`config.mk`:
```
export PLATFORM = sky130hd
export DESIGN_NAME = ipv4_text_address_parser_flat
export DESIGN_NICKNAME = d
export VERILOG_FILES = /design/src/design/itap_pkg.sv /design/src/design/itap_req_if.sv /design/src/design/itap_rsp_if.sv /design/src/design/itap_front.sv /design/src/design/itap_queue.sv /design/src/design/itap_back.sv /design/src/design/ipv4_text_address_parser.sv /design/src/flat_wrapper.sv
export SDC_FILE = /design/constraint.sdc
export NUM_CORES = 1
export LEC_CHECK = 0
export ABC_AREA = 1
export ABC_CLOCK_PERIOD_IN_PS = 13800
export BUFFER_PORTS_ARGS = -buffer_cell sky130_fd_sc_hd__buf_2
export CAP_MARGIN = 20
export CORE_MARGIN = 4
export CORE_UTILIZATION = 60
export CTS_CLUSTER_SIZE = 10
export DETAILED_ROUTE_END_ITERATION = 8
export MAX_ROUTING_LAYER = met4
export PLACE_DENSITY = 0.78
export REMOVE_ABC_BUFFERS = 1
export SYNTH_ARGS = -nofsm -noshare
export SYNTH_HDL_FRONTEND = slang
export SYNTH_SLANG_ARGS = --single-unit
export TNS_END_PERCENT = 100
```
`constraint.sdc`:
```
create_clock -name clock -period 13.8 [get_ports clock]
set_input_delay 1.38 -clock clock [delete_from_list [all_inputs] [get_ports clock]]
set_output_delay 1.38 -clock clock [all_outputs]
set_load 0.1 [all_outputs]
```
`src/design/itap_pkg.sv`:
```
`timescale 1ns / 1ps

package itap_pkg;

   typedef enum logic [3:0] {
      PH_START  = 4'b0001,
      PH_ZERO   = 4'b0010,
      PH_DIGITS = 4'b0100,
      PH_DONE   = 4'b1000
   } phase_type;

   typedef enum logic [1:0] {
      RX_DEC = 2'd0,
      RX_OCT = 2'd1,
      RX_HEX = 2'd2
   } radix_type;

   // classified character as it travels through the queue
   typedef struct packed {
      logic       last;
      logic       is_dec;
      logic       is_zero;
      logic       is_x;
      logic       is_hexl;
      logic       is_dot;
      logic       is_term;
      logic [3:0] dig;
   } cls_type;

   typedef struct packed {
      logic not_empty;
      logic full;
   } q_stat_type;

   localparam logic [7:0] CHAR_NUL     = 8'h00;
   localparam logic [7:0] CHAR_TAB     = 8'h09;
   localparam logic [7:0] CHAR_CR      = 8'h0D;
   localparam logic [7:0] CHAR_SPACE   = 8'h20;
   localparam logic [7:0] CHAR_DOT     = 8'h2E;
   localparam logic [7:0] CHAR_ZERO    = 8'h30;
   localparam logic [7:0] CHAR_NINE    = 8'h39;
   localparam logic [7:0] CHAR_UPPER_A = 8'h41;
   localparam logic [7:0] CHAR_UPPER_F = 8'h46;
   localparam logic [7:0] CHAR_UPPER_X = 8'h58;
   localparam logic [7:0] CHAR_LOWER_A = 8'h61;
   localparam logic [7:0] CHAR_LOWER_F = 8'h66;
   localparam logic [7:0] CHAR_LOWER_X = 8'h78;

   localparam logic [1:0] LAST_PART = 2'd3;

endpackage

```
`src/design/itap_req_if.sv`:
```
`timescale 1ns / 1ps

interface itap_req_if;
   logic       valid;
   logic       ready;
   logic [7:0] char_code;
   logic       string_end;

   modport source (output valid, output char_code, output string_end, input ready);
   modport sink (input valid, input char_code, input string_end, output ready);
endinterface

```
`src/design/itap_rsp_if.sv`:
```
`timescale 1ns / 1ps

interface itap_rsp_if;
   logic        valid;
   logic        ready;
   logic        valid_res;
   logic [31:0] address;

   modport source (output valid, output valid_res, output address, input ready);
   modport sink (input valid, input valid_res, input address, output ready);
endinterface

```
`src/design/itap_front.sv`:
```
`timescale 1ns / 1ps

module itap_front (
   itap_req_if.sink          req,
   input  logic              q_full,
   output logic              push,
   output itap_pkg::cls_type cls
);
   import itap_pkg::*;

   logic [7:0] c;

   assign c        = req.char_code;
   assign req.ready = !q_full;
   assign push     = req.valid && !q_full;

   always_comb begin
      cls         = '0;
      cls.last    = req.string_end;
      cls.is_dec  = (c >= CHAR_ZERO) && (c <= CHAR_NINE);
      cls.is_zero = (c == CHAR_ZERO);
      cls.is_x    = (c == CHAR_LOWER_X) || (c == CHAR_UPPER_X);
      cls.is_dot  = (c == CHAR_DOT);
      cls.is_term = (c == CHAR_NUL) || (c == CHAR_SPACE) || ((c >= CHAR_TAB) && (c <= CHAR_CR));
      if ((c >= CHAR_LOWER_A) && (c <= CHAR_LOWER_F)) begin
         cls.is_hexl = 1'b1;
         cls.dig     = 4'(c - CHAR_LOWER_A + 8'd10);
      end else if ((c >= CHAR_UPPER_A) && (c <= CHAR_UPPER_F)) begin
         cls.is_hexl = 1'b1;
         cls.dig     = 4'(c - CHAR_UPPER_A + 8'd10);
      end else begin
         cls.dig     = c[3:0];
      end
   end
endmodule

```
`src/design/itap_queue.sv`:
```
`timescale 1ns / 1ps

module itap_queue #(
   parameter int QUEUE_DEPTH = 2
) (
   input  logic                 clock,
   input  logic                 reset,
   input  logic                 push,
   input  itap_pkg::cls_type    push_data,
   input  logic                 pop,
   output itap_pkg::cls_type    head,
   output itap_pkg::q_stat_type stat
);
   import itap_pkg::*;

   localparam int IDX_W = (QUEUE_DEPTH > 1) ? $clog2(QUEUE_DEPTH) : 1;
   localparam int CNT_W = $clog2(QUEUE_DEPTH + 1);
   localparam logic [IDX_W-1:0] LAST_IDX = IDX_W'(QUEUE_DEPTH - 1);
   localparam logic [CNT_W-1:0] FULL_CNT = CNT_W'(QUEUE_DEPTH);

   cls_type          slot_ff [QUEUE_DEPTH];
   logic [IDX_W-1:0] wr_ptr_ff, wr_ptr_in;
   logic [IDX_W-1:0] rd_ptr_ff, rd_ptr_in;
   logic [CNT_W-1:0] count_ff, count_in;

   assign stat.not_empty = (count_ff != '0);
   assign stat.full      = (count_ff == FULL_CNT);
   assign head           = slot_ff[rd_ptr_ff];

   always_comb begin
      wr_ptr_in = wr_ptr_ff;
      rd_ptr_in = rd_ptr_ff;
      if (push) begin
         wr_ptr_in = (wr_ptr_ff == LAST_IDX) ? '0 : wr_ptr_ff + 1'b1;
      end
      if (pop) begin
         rd_ptr_in = (rd_ptr_ff == LAST_IDX) ? '0 : rd_ptr_ff + 1'b1;
      end
      count_in = count_ff + CNT_W'(push) - CNT_W'(pop);
   end

   always_ff @(posedge clock) begin
      if (reset) begin
         wr_ptr_ff <= '0;
         rd_ptr_ff <= '0;
         count_ff  <= '0;
      end else begin
         wr_ptr_ff <= wr_ptr_in;
         rd_ptr_ff <= rd_ptr_in;
         count_ff  <= count_in;
      end
   end

   always_ff @(posedge clock) begin
      if (push) begin
         slot_ff[wr_ptr_ff] <= push_data;
      end
   end
endmodule

```
`src/design/itap_back.sv`:
```
`timescale 1ns / 1ps

module itap_back (
   input  logic              clock,
   input  logic              reset,
   input  itap_pkg::cls_type head,
   input  logic              q_not_empty,
   output logic              pop,
   itap_rsp_if.source        rsp
);
   import itap_pkg::*;

   phase_type   phase_ff, ph1;
   radix_type   radix_ff, rx1;
   logic [31:0] acc_ff, acc1, acc_scaled;
   logic [1:0]  pc_ff, pc1;
   logic [31:0] ep_ff [3];

   logic        bad1, fin1, digits, ep_we;
   logic        fin_ok, use_fin, emit, res_ok;
   logic [31:0] fin_val;

   logic        rsp_valid_ff, rsp_valid_in;
   logic        res_ok_ff;
   logic [31:0] addr_ff;

   assign pop = q_not_empty && (!rsp_valid_ff || rsp.ready);

   always_comb begin
      case (radix_ff)
         RX_OCT:  acc_scaled = {acc_ff[28:0], 3'd0};
         RX_HEX:  acc_scaled = {acc_ff[27:0], 4'd0};
         default: acc_scaled = {acc_ff[28:0], 3'd0} + {acc_ff[30:0], 1'b0};
      endcase
   end

   // one character of the parse
   always_comb begin
      ph1    = phase_ff;
      rx1    = radix_ff;
      acc1   = acc_ff;
      pc1    = pc_ff;
      bad1   = 1'b0;
      fin1   = 1'b0;
      digits = 1'b0;
      ep_we  = 1'b0;
      unique case (phase_ff)
         PH_START: begin
            if (!head.is_dec) begin
               bad1 = 1'b1;
            end else if (head.is_zero) begin
               ph1  = PH_ZERO;
               rx1  = RX_OCT;
               acc1 = '0;
            end else begin
               ph1  = PH_DIGITS;
               rx1  = RX_DEC;
               acc1 = {28'd0, head.dig};
            end
         end
         PH_ZERO: begin
            ph1 = PH_DIGITS;
            if (head.is_x) begin
               rx1 = RX_HEX;
            end else begin
               digits = 1'b1;
            end
         end
         PH_DIGITS: begin
            digits = 1'b1;
         end
         default: begin
         end
      endcase
      if (digits) begin
         if (head.is_dec) begin
            acc1 = acc_scaled + {28'd0, head.dig};
         end else if ((radix_ff == RX_HEX) && head.is_hexl) begin
            acc1 = {acc_ff[27:0], head.dig};
         end else if (head.is_dot) begin
            if (pc_ff == LAST_PART) begin
               bad1 = 1'b1;
            end else begin
               ep_we = 1'b1;
               pc1   = pc_ff + 2'd1;
               acc1  = '0;
               rx1   = RX_DEC;
               ph1   = PH_START;
            end
         end else if (head.is_term) begin
            fin1 = 1'b1;
         end else begin
            bad1 = 1'b1;
         end
      end
      if (bad1 || fin1) begin
         ph1 = PH_DONE;
      end
   end

   // range check of the last part and merge of the earlier ones
   always_comb begin
      case (pc_ff)
         2'd0: begin
            fin_ok  = 1'b1;
            fin_val = acc1;
         end
         2'd1: begin
            fin_ok  = (acc1[31:24] == '0);
            fin_val = acc1 | (ep_ff[0] << 24);
         end
         2'd2: begin
            fin_ok  = (acc1[31:16] == '0);
            fin_val = acc1 | (ep_ff[0] << 24) | (ep_ff[1] << 16);
         end
         default: begin
            fin_ok  = (acc1[31:8] == '0);
            fin_val = acc1 | (ep_ff[0] << 24) | (ep_ff[1] << 16) | (ep_ff[2] << 8);
         end
      endcase
   end

   // end flag supplies an implied terminator when still undecided
   assign emit    = bad1 || fin1 || (head.last && (ph1 != PH_DONE));
   assign use_fin = fin1 || (head.last && (ph1 != PH_DONE) && (ph1 != PH_START));
   assign res_ok  = use_fin && fin_ok;

   always_comb begin
      rsp_valid_in = rsp_valid_ff;
      if (pop && emit) begin
         rsp_valid_in = 1'b1;
      end else if (rsp.ready) begin
         rsp_valid_in = 1'b0;
      end
   end

   always_ff @(posedge clock) begin
      if (reset) begin
         phase_ff     <= PH_START;
         radix_ff     <= RX_DEC;
         acc_ff       <= '0;
         pc_ff        <= '0;
         rsp_valid_ff <= 1'b0;
      end else begin
         rsp_valid_ff <= rsp_valid_in;
         if (pop) begin
            if (head.last) begin
               phase_ff <= PH_START;
               radix_ff <= RX_DEC;
               acc_ff   <= '0;
               pc_ff    <= '0;
            end else begin
               phase_ff <= ph1;
               radix_ff <= rx1;
               acc_ff   <= acc1;
               pc_ff    <= pc1;
            end
         end
      end
   end

   always_ff @(posedge clock) begin
      if (pop && ep_we) begin
         ep_ff[pc_ff] <= acc_ff;
      end
      if (pop && emit) begin
         res_ok_ff <= res_ok;
         addr_ff   <= res_ok ? fin_val : '0;
      end
   end

   assign rsp.valid     = rsp_valid_ff;
   assign rsp.valid_res = res_ok_ff;
   assign rsp.address   = addr_ff;
endmodule

```
`src/design/ipv4_text_address_parser.sv`:
```
`timescale 1ns / 1ps

// Dotted IPv4 address text parser. One character is taken per transfer and
// the block sustains one character per clock cycle while the queue has room
// and results are accepted; the per-character parse update (radix
// multiply-add on the 32-bit part value) is a combinational step in the back
// end. A result for a character passes through the classification queue and
// then the result register. Each string gives exactly one result, on the
// character where it is decided (terminator, reject or end flag); later
// characters up to the end flag give none. Parts may be decimal, octal with a
// leading zero, or hex with 0x; with more than one part the address holds
// the first part in its top byte, and it is zero when valid_res is low.
module ipv4_text_address_parser #(
   parameter int QUEUE_DEPTH = 2
) (
   input logic        clock,
   input logic        reset,
   itap_req_if.sink   req_ch,
   itap_rsp_if.source rsp_ch
);
   import itap_pkg::*;

   cls_type    front_cls;
   cls_type    q_head;
   q_stat_type q_stat;
   logic       q_push;
   logic       q_pop;

   itap_front u_front (
      .req    (req_ch),
      .q_full (q_stat.full),
      .push   (q_push),
      .cls    (front_cls)
   );

   itap_queue #(
      .QUEUE_DEPTH (QUEUE_DEPTH)
   ) u_queue (
      .clock     (clock),
      .reset     (reset),
      .push      (q_push),
      .push_data (front_cls),
      .pop       (q_pop),
      .head      (q_head),
      .stat      (q_stat)
   );

   itap_back u_back (
      .clock       (clock),
      .reset       (reset),
      .head        (q_head),
      .q_not_empty (q_stat.not_empty),
      .pop         (q_pop),
      .rsp         (rsp_ch)
   );

   a_reset_clears_rsp: assert property (@(posedge clock) reset |=> !rsp_ch.valid)
      else $error("result valid after reset");

   a_invalid_zero_addr: assert property (@(posedge clock) disable iff (reset)
      (rsp_ch.valid && !rsp_ch.valid_res) |-> (rsp_ch.address == '0))
      else $error("rejected string with nonzero address");

   a_rsp_needs_item: assert property (@(posedge clock) disable iff (reset)
      $rose(rsp_ch.valid) |-> $past(q_stat.not_empty))
      else $error("result raised without a queued character");

   a_full_blocks_req: assert property (@(posedge clock) disable iff (reset)
      (q_stat.full && !q_pop) |=> q_stat.full)
      else $error("queue left full state without a pop");
endmodule
```
`src/flat_wrapper.sv`:
```
// flat-port wrapper written by rule: the top's interface ports become plain ports
module ipv4_text_address_parser_flat import itap_pkg::*;
#(
   parameter int QUEUE_DEPTH = 2
)
  (clock, reset, req_ch_valid, req_ch_char_code, req_ch_string_end, req_ch_ready, rsp_ch_valid, rsp_ch_valid_res, rsp_ch_address, rsp_ch_ready);
  itap_req_if req_ch_i ();
  itap_rsp_if rsp_ch_i ();
  input logic clock;
  input logic reset;
  input wire logic [$bits(req_ch_i.valid)-1:0] req_ch_valid;
  input wire logic [$bits(req_ch_i.char_code)-1:0] req_ch_char_code;
  input wire logic [$bits(req_ch_i.string_end)-1:0] req_ch_string_end;
  output wire logic [$bits(req_ch_i.ready)-1:0] req_ch_ready;
  output wire logic [$bits(rsp_ch_i.valid)-1:0] rsp_ch_valid;
  output wire logic [$bits(rsp_ch_i.valid_res)-1:0] rsp_ch_valid_res;
  output wire logic [$bits(rsp_ch_i.address)-1:0] rsp_ch_address;
  input wire logic [$bits(rsp_ch_i.ready)-1:0] rsp_ch_ready;
  assign req_ch_i.valid = req_ch_valid;
  assign req_ch_i.char_code = req_ch_char_code;
  assign req_ch_i.string_end = req_ch_string_end;
  assign req_ch_ready = req_ch_i.ready;
  assign rsp_ch_valid = rsp_ch_i.valid;
  assign rsp_ch_valid_res = rsp_ch_i.valid_res;
  assign rsp_ch_address = rsp_ch_i.address;
  assign rsp_ch_i.ready = rsp_ch_ready;
  ipv4_text_address_parser #(.QUEUE_DEPTH(QUEUE_DEPTH)) u_core (.clock(clock), .reset(reset), .req_ch(req_ch_i), .rsp_ch(rsp_ch_i));
endmodule
```
==> results.py <==
metrics = {
    "setup_path": {
        "path_max_fanout": 48,
        "critPathKind": "reg2reg",
        "critical_path.most_common_cell": "nor2_1",
        "cpMaxStageDelayCell": "nand3_4",
        "critPathCaptureType": "flip-flop",
        "required_ps": 14060,
        "max_stage_delay_ps": 660,
        "crit_arrival_ps": 5510,
        "start_kind": "flip-flop",
    },
    "power_and_ir_drop": {
        "irDropWorstVdd_uv": 86.4,
        "power.leakage_nw": 5.48,
        "pwr_density_cell_nw_per_um2": 161,
    },
    "cells_and_area": {
        "final_layout_size_suffix_gt1_share_pct": 14.7,
        "num-fill-cells": 1648,
        "antenna_cells": 0,
        "utilization_pct": 67.0,
        "area_delta_synth_final_pct": 8.62,
        "finalNetCount": 1730,
    },
    "clocking": {
        "cts_root_buf": "clkbuf_16",
        "clk_pin_slew_ps": 70,
        "postCtsSetupBuffers": 0,
        "clock_path_buffers": 2,
        "clock_latency_ps": 440,
        "cts_resized": 0,
        "hold_buffers": 0,
        "htreeDepth": 4,
        "cts_buffers": 17,
        "clock_sinks": 149,
        "cts_tree": "yes",
    },
    "sta": {
        "worstMarginPinSlew_ps": 968,
        "fin_crit_ps": 5250,
        "slew_headroom_pct": 35.3,
        "rsz0062_at_grt": "no",
        "clock_skew_ps": 16.0,
        "worst_slack_ps": 8550,
        "setup_violations": 0,
        "slew_viol_final": 0,
        "period_share_pct": 38.1,
        "fmax_mhz": 190,
        "hold_viol_final": 0,
        "fin_tns_setup_ps": 0,
    },
    "floorplan": {
        "io_pins": 48,
        "dieArea_um2": 21700,
        "dieHeight_um": 147,
        "core_um2": 18900,
        "start_util_pct": 61.7,
        "num_rows": 50,
        "die_w_um": 147,
    },
    "global_route": {
        "grt_max_degree": 49,
        "grt_pass1_vias": 10400,
        "grt_pass1_wl_um": 53800,
        "antenna_found_initial": 0,
        "grt.overflow.total": 0,
        "globalRouteTotalUtil_pct": 32.0,
    },
    "synth": {
        "yosysUniqueCellTypes": 61,
        "syn_inst": 1643,
        "yosysMostFrequentCell": "nand2_1",
        "synth_largest_area_cell": "edfxtp_1",
        "synth_common_cells": "nand2_1, inv_1, nor2_1",
        "synthArstFlopShare_pct": 0,
        "synth_area_um2": 11700,
        "syn_avg_cell_area_um2": 7.10,
        "ys_seq_elements": 149,
        "netlist_top_cells_area": "edfxtp_1, nand2_1, dfxtp_1",
        "synth_edf_count": 103,
        "synth_top_area_share_pct": 26.5,
        "seq_area_frac_synth_pct": 34.4,
        "yosysWarnings": 0,
        "ys.flop_type": "edfxtp_1",
    },
    "routing": {
        "dr.pass1.iters": 5,
        "wl_met2_um": 15200,
        "maxUsedRoutingLayer": "met4",
        "drtAntennaViolNets": 0,
        "drt_iter0_drc": 1292,
        "wl_per_cell_um": 17.6,
        "vias": 11300,
        "met1_length_um": 14500,
        "route.met3.wl_um": 3360,
        "post-route-drc-count": 0,
        "drt_wl_total_um": 34200,
        "vias_per_cell": 5.84,
    },
    "flow_run": {
        "maxCapViolCount": 0,
    },
    "placement": {
        "gp_congestion": 1.00,
        "numPortBuffers": 47,
        "dp_slack_ps": 8710,
        "dp_hpwl_um": 25900,
    },
    "hold_path": {
        "hold_class": "reg2reg",
    },
    "run_status": {
        "status": "finished clean",
    },
}
==> area by class of cell <==
type	count	area, µm²	share of cell area (%)
Clock buffer	18	450	3.56
Clock inverter	14	155	1.23
Inverter	241	905	7.14
Multi-Input combinational cell	1205	6500	51.4
Sequential cell	149	4010	31.7
Tap cell	260	325	2.57
Timing Repair Buffer	57	310	2.45
==> path summary, 6_finish.rpt <==
check | start | endpoint | slack [ps] | cells past startpoint
setup / recovery | u_core.u_back.radix_ff[0] | u_core.u_back.rsp.address[0] | 8550 | 25
hold / removal | u_core.u_queue.rd_ptr_ff | u_core.u_queue.rd_ptr_ff | 460 | 1
setup reg to reg | u_core.u_back.radix_ff[0] | u_core.u_back.rsp.address[0] | 8550 | 25
hold reg to reg | u_core.u_queue.rd_ptr_ff | u_core.u_queue.rd_ptr_ff | 460 | 1
==> sequential cells by signal, summed over array words and instances, names as in the netlist, named ones only <==
register / count
u_core.u_queue.count_ff: 2
u_core.u_back.radix_ff: 2
u_core.u_back.rsp.valid_res: 1
u_core.u_back.rsp.address: 32
u_core.u_back.phase_ff: 4
u_core.u_back.rsp.valid: 1
u_core.u_back.pc_ff: 2
u_core.u_back.acc_ff: 32
u_core.u_queue.rd_ptr_ff: 1
u_core.u_queue.wr_ptr_ff: 1
u_core.u_back.ep_ff: 48
u_core.u_queue.slot_ff: 22
==> critical path: cells and delay by family, from the launching register on <==
family / cells / cell delay, ps
simple gates: 14 / 2500
fa+ha+maj: 3 / 810
compound gates: 4 / 710
buf+inv: 4 / 630
flops: 1 / 390
==> cells by family (layout without fill, tap and decap cells) <==
group	after synthesis	after routing	share of synthesized area, %
and+or+nand+nor	905	905	36.9
AOI/OAI and AO/OA	247	247	13.1
xor gates and xnor gates	6	6	0.451
muxes	1	1	0.0858
adders and majority gates	46	46	5.06
DFF	149	149	34.4
buffers and inverters	289	330	9.90
==> per-stage QoR <==
step                hold slack, ps  cell area [µm²]  cells  total power, mW
CTS                            457            12700   1944             2.03
global route                   464            12700   1944             2.12
finish                         458            12700   1944             2.04
global placement               440            12100   1912             1.55
floorplan                      425            11400   1595             1.36
detailed placement             447            12100   1912             1.56
==> power breakdown <==
part	switching (mW)	internal (mW)	leakage [nW]
registers	0.0342	0.568	1.34
logic	0.800	0.162	3.84
clock network	0.211	0.267	0.292
==> layer usage <==
layer	global-route usage, %	up-vias
met5	-	-
met4	12.3	0
met3	5.95	95
met2	48.3	588
met1	43.3	5182
li1	-	5481
==> cell usage in the layout, fill, tap and decap left out, types with 38 or more instances in the layout <==
| master | instances |
|---|---|
| o21ai_0 | 40 |
| a21oi_1 | 97 |
| ha_1 | 44 |
| edfxtp_1 | 103 |
| inv_1 | 214 |
| nand3_1 | 130 |
| nand2_1 | 470 |
| nor2_1 | 135 |
| nor2_4 | 38 |
| dfxtp_1 | 46 |
| buf_2 | 47 |
(Power assumes the default switching activity.)
